**config.mk**
```make
export PLATFORM = sky130hd
export DESIGN_NAME = wps_ram
export DESIGN_NICKNAME = d
export VERILOG_FILES = /design/src/sv/wps_ram.sv
export SDC_FILE = /design/constraint.sdc
export NUM_CORES = 2
export LEC_CHECK = 0
export ABC_AREA = 1
export BUFFER_PORTS_ARGS = -buffer_cell sky130_fd_sc_hd__buf_4
export CORE_ASPECT_RATIO = 1.2
export CORE_MARGIN = 2
export CORE_UTILIZATION = 40
export CTS_BUF_LIST = sky130_fd_sc_hd__clkbuf_8
export CTS_CLUSTER_DIAMETER = 120
export DETAILED_ROUTE_END_ITERATION = 8
export PLACE_DENSITY = 0.56
export SLEW_MARGIN = 40
export SYNTH_ARGS = -nofsm -noshare
export SYNTH_HDL_FRONTEND = slang
export SYNTH_SLANG_ARGS = --single-unit
export TNS_END_PERCENT = 30
```
**constraint.sdc**
```tcl
create_clock -name clock -period 6.01 [get_ports clock]
set_input_delay 0.601 -clock clock [delete_from_list [all_inputs] [get_ports clock]]
set_output_delay 0.601 -clock clock [all_outputs]
set_load 0.02 [all_outputs]
```
**src/sv/wps_ram.sv**
```systemverilog
// wps_ram: generic single-port RAM, one access per cycle, registered read.
// No dependencies; contents are undefined until written.

module wps_ram #(
   parameter int WIDTH = 8,
   parameter int DEPTH = 256
) (
   input  logic                     clock,
   input  logic                     we,
   input  logic [$clog2(DEPTH)-1:0] addr,
   input  logic [WIDTH-1:0]         wdata,
   output logic [WIDTH-1:0]         rdata
);

   logic [WIDTH-1:0] mem_ff [DEPTH];
   logic [WIDTH-1:0] rdata_ff;

   always_ff @(posedge clock) begin
      if (we) begin
         mem_ff[addr] <= wdata;
      end
      rdata_ff <= mem_ff[addr];
   end

   assign rdata = rdata_ff;

endmodule

```
======== Word-level counts from Yosys, hierarchy flattened ========
Memory sizes are Yosys's and may differ from the RTL's. A register that Yosys moved wholly into a read port is not among the register bits.
Cells that the tools add are included.
cells by class
  multiplexer cells ....................... 2
operators by type and width
  cell     number
  $mux W1  2
word-level totals
  register bits ........................... 0
  memory bits (writable) .................. 2,048
  input port bits ......................... 18
  output and inout port bits .............. 8
  word-level logic and storage cells ...... 3
  memories kept ........................... 1
memory list
  memory  depth  bits a word  read ports  clocked after Yosys merged registers in  write ports  line  text
  mem_ff  256    8            1           1                                        1            15    logic [WIDTH-1:0] mem_ff [DEPTH];

======== Depth between registers and ports, before layout ========
  depth after elaboration ................. 2
  gate-level depth with buffers ........... 15
  mapped depth without buffers ............ 13

======== Worst setup path before layout ========
Ideal clock, no wire load.
  kind .................................... input to register
  from .................................... input port addr[1]
  to ...................................... memory mem_ff[234][0], enable pin
  library setup time ...................... 0.370 ns
  arrival ................................. 2.071 ns
  data required time ...................... 5.640 ns
  slack ................................... 3.569 ns
  stages on the path ...................... 10
  buffers on the path ..................... 4
  cells stage by stage .................... buf_4 inv_4 nor2_8 buf_4 buf_4 inv_2 nor2_1 nand2_1 clkbuf_1 nor2_1
RTL lines
  item             line  text
  start, declared  10    input logic [$clog2(DEPTH)-1:0] addr,
  end, declared    15
No word-level cell before the write port.

==> impl_metrics.py <==
metrics = {
    "outcome": {
        "outcome": "completed",
    },
    "drt": {
        "viasPerCell": 5.00,
        "drtAntennaViolNets": 0,
        "wl_per_cell_um": 21.1,
        "drt_first_pass_iters": 5,
        "drc": 0,
        "wl_mm": 234,
        "drt-initial-drc-count": 4663,
        "vias": 55536,
    },
    "timing": {
        "whs_ps": 113,
        "drv_slew": 0,
        "setup_violations": 0,
        "finalSetupTns_ps": 0,
        "relSlewSlack": 0.391,
        "rsz0062_at_grt": "no",
        "period_minus_slack_ps": 3210,
        "tightest_slew_ps": 914,
        "finClkSkew_ps": 56.5,
        "hold_viol": 0,
        "max_freq_mhz": 311,
        "fin_crit_sh": 0.534,
    },
    "final_layout": {
        "final_cell_mix": "nand2_1, edfxtp_1, clkbuf_8, nor2_1, nand3_1",
        "fill_cells": 19749,
        "drive_gt1_frac": 0.0721,
        "fin_cells": 11097,
        "fin_util": 0.446,
        "area_growth_syn_to_layout_pct": 11.2,
        "final_nets": 8074,
        "seqCellArea_um2": 61700,
        "multi_input_area_um2": 21500,
        "final_common_cell": "nand2_1",
    },
    "clocking": {
        "postCtsSetupRepairBufs": 0,
        "cts_buffers": 335,
        "clk_pin_slew_ps": 60,
        "clk_latency_ps": 1040,
        "ctsResizeCount": 0,
        "clock_path_buffers": 4,
        "root_buffer": "clkbuf_8",
        "cts_tree": "yes",
        "cts-hold-fix-buffers": 4,
        "h-tree-depth": 5,
        "clock_sinks": 2056,
    },
    "logic_synthesis": {
        "yosys_warnings": 0,
        "synth.avg_cell_area_um2": 10.6,
        "synthCells": 8021,
        "synth_fp_nets": 8039,
        "netlist_area_um2": 84900,
        "synth-seq-cells": 2056,
        "synth_cell_type_count": 18,
        "ys_seq_area_frac": 0.727,
    },
    "placement": {
        "hpwlAfterDp_mm": 128,
        "place_congestion": 0.826,
        "portBuffers": 25,
        "dpl.cell_count": 10512,
    },
    "global_routing": {
        "grt_use_total": 0.215,
        "overflow": 0,
        "grt_first_pass_wirelength_mm": 349,
        "grt_max_degree": 167,
        "antenna_found_initial": 5,
        "grt_pass1_vias": 54666,
    },
    "power_and_ir_drop": {
        "vdd_ir_drop_max_mv": 0.237,
        "leakagePower_nw": 37.3,
        "p_per_area_nw_per_um2": 306,
    },
    "die": {
        "top_level_ports": 26,
        "die_x_um": 424,
        "std_cell_rows": 185,
        "die_height_um": 509,
        "core_area_um2": 211000,
        "start_util": 0.402,
        "die_area_um2": 216000,
    },
    "flow_run": {
        "max_cap_violations": 0,
    },
    "critical_path": {
        "cp.required_ps": 6930,
        "worstSetupPathType": "input port to flip-flop",
        "endpoint_kind": "flip-flop",
        "worstPathArrival_ps": 4130,
        "worstPathMaxFanout": 130,
        "start_kind": "input port",
    },
    "hold_path": {
        "hold_path_class": "input port to flip-flop",
    },
}
==> report_power, final <==
part           switching (W)  internal (W)
clock                0.00548       0.00581
combinational        0.00134      0.000389
sequential         0.0000236        0.0158
==> worst max-delay path, cell delays in order <==
cell	delay [ps]
buf_8	240
buf_16	340
inv_8	280
buf_12	320
nand2_1	160
nand2_1	70
nand2_1	100
nand2_1	80
nand2_1	60
nand2_1	90
o21ai_1	320
nand2_1	180
nor2_1	330
nor2_1	210
nor2_1	250
nand2_1	80
==> layer usage <==
layer	vias to the layer above	routed length (µm)	global-route usage	part of all wire
met4	0	8490	0.0828	0.036
li1	26430	-	-	-
met3	394	13100	0.0322	0.056
met5	-	0	0	0
met2	1711	115000	0.365	0.49
met1	27001	97200	0.277	0.41
==> synth_stat cells, drive strengths merged <==
cell type,n,area share
nand2,4771,0.21
edfxtp,2048,0.72
nor2,362,0.016
buf,247,0.014
nand3,188,0.011
clkbuf,170,0.0075
o21ai,160,0.0094
inv,35,0.0016
a21oi,32,0.0019
dfxtp,8,0.0019
==> final cells by class <==
cell class | instances | area share
Timing Repair Buffer | 115 | 0.0163
Tap cell | 2805 | 0.0372
Sequential cell | 2056 | 0.654
Clock inverter | 225 | 0.0130
Multi-Input combinational cell | 5513 | 0.228
Clock buffer | 345 | 0.0503
Inverter | 35 | 0.00175
Antenna cell | 3 | 0.0000796
==> registers in the layout, summed over array words and instances (netlist names) <==
name	count
rdata	8
mem_ff	2048
==> stage by stage <==
stage / setup slack (ps) / area [µm²] / power [W]
4_1_cts: 2840 / 94000 / 0.0291
6_report: 2800 / 94300 / 0.0288
2_1_floorplan: 3570 / 84900 / 0.0170
5_1_grt: 2840 / 94300 / 0.0298
3_3_place_gp: 1690 / 87700 / 0.0178
3_5_place_dp: 1690 / 88000 / 0.0179
==> final timing paths <==
check | from | slack (ps) | end | cells after the start
worst max-delay path | addr[0] | 2800 | rdata[3] | 16
worst min-delay path | wdata[6] | 110 | mem_ff[222][6] | 1
worst max register to register | mem_ff[6][3] | 3670 | rdata[3] | 12
worst min register to register | mem_ff[63][4] | 940 | rdata[4] | 10
==> cell families (layout without fill, tap and decap cells) <==
| kind of cell | after synthesis | after routing | synth area share |
|---|---|---|---|
| flops | 2056 | 2056 | 0.727 |
| buf+inv | 452 | 720 | 0.0236 |
| other cells | 0 | 3 | 0 |
| simple gates | 5321 | 5321 | 0.238 |
| compound gates | 192 | 192 | 0.0113 |
No activity file was read; power rests on OpenSTA's default activity.
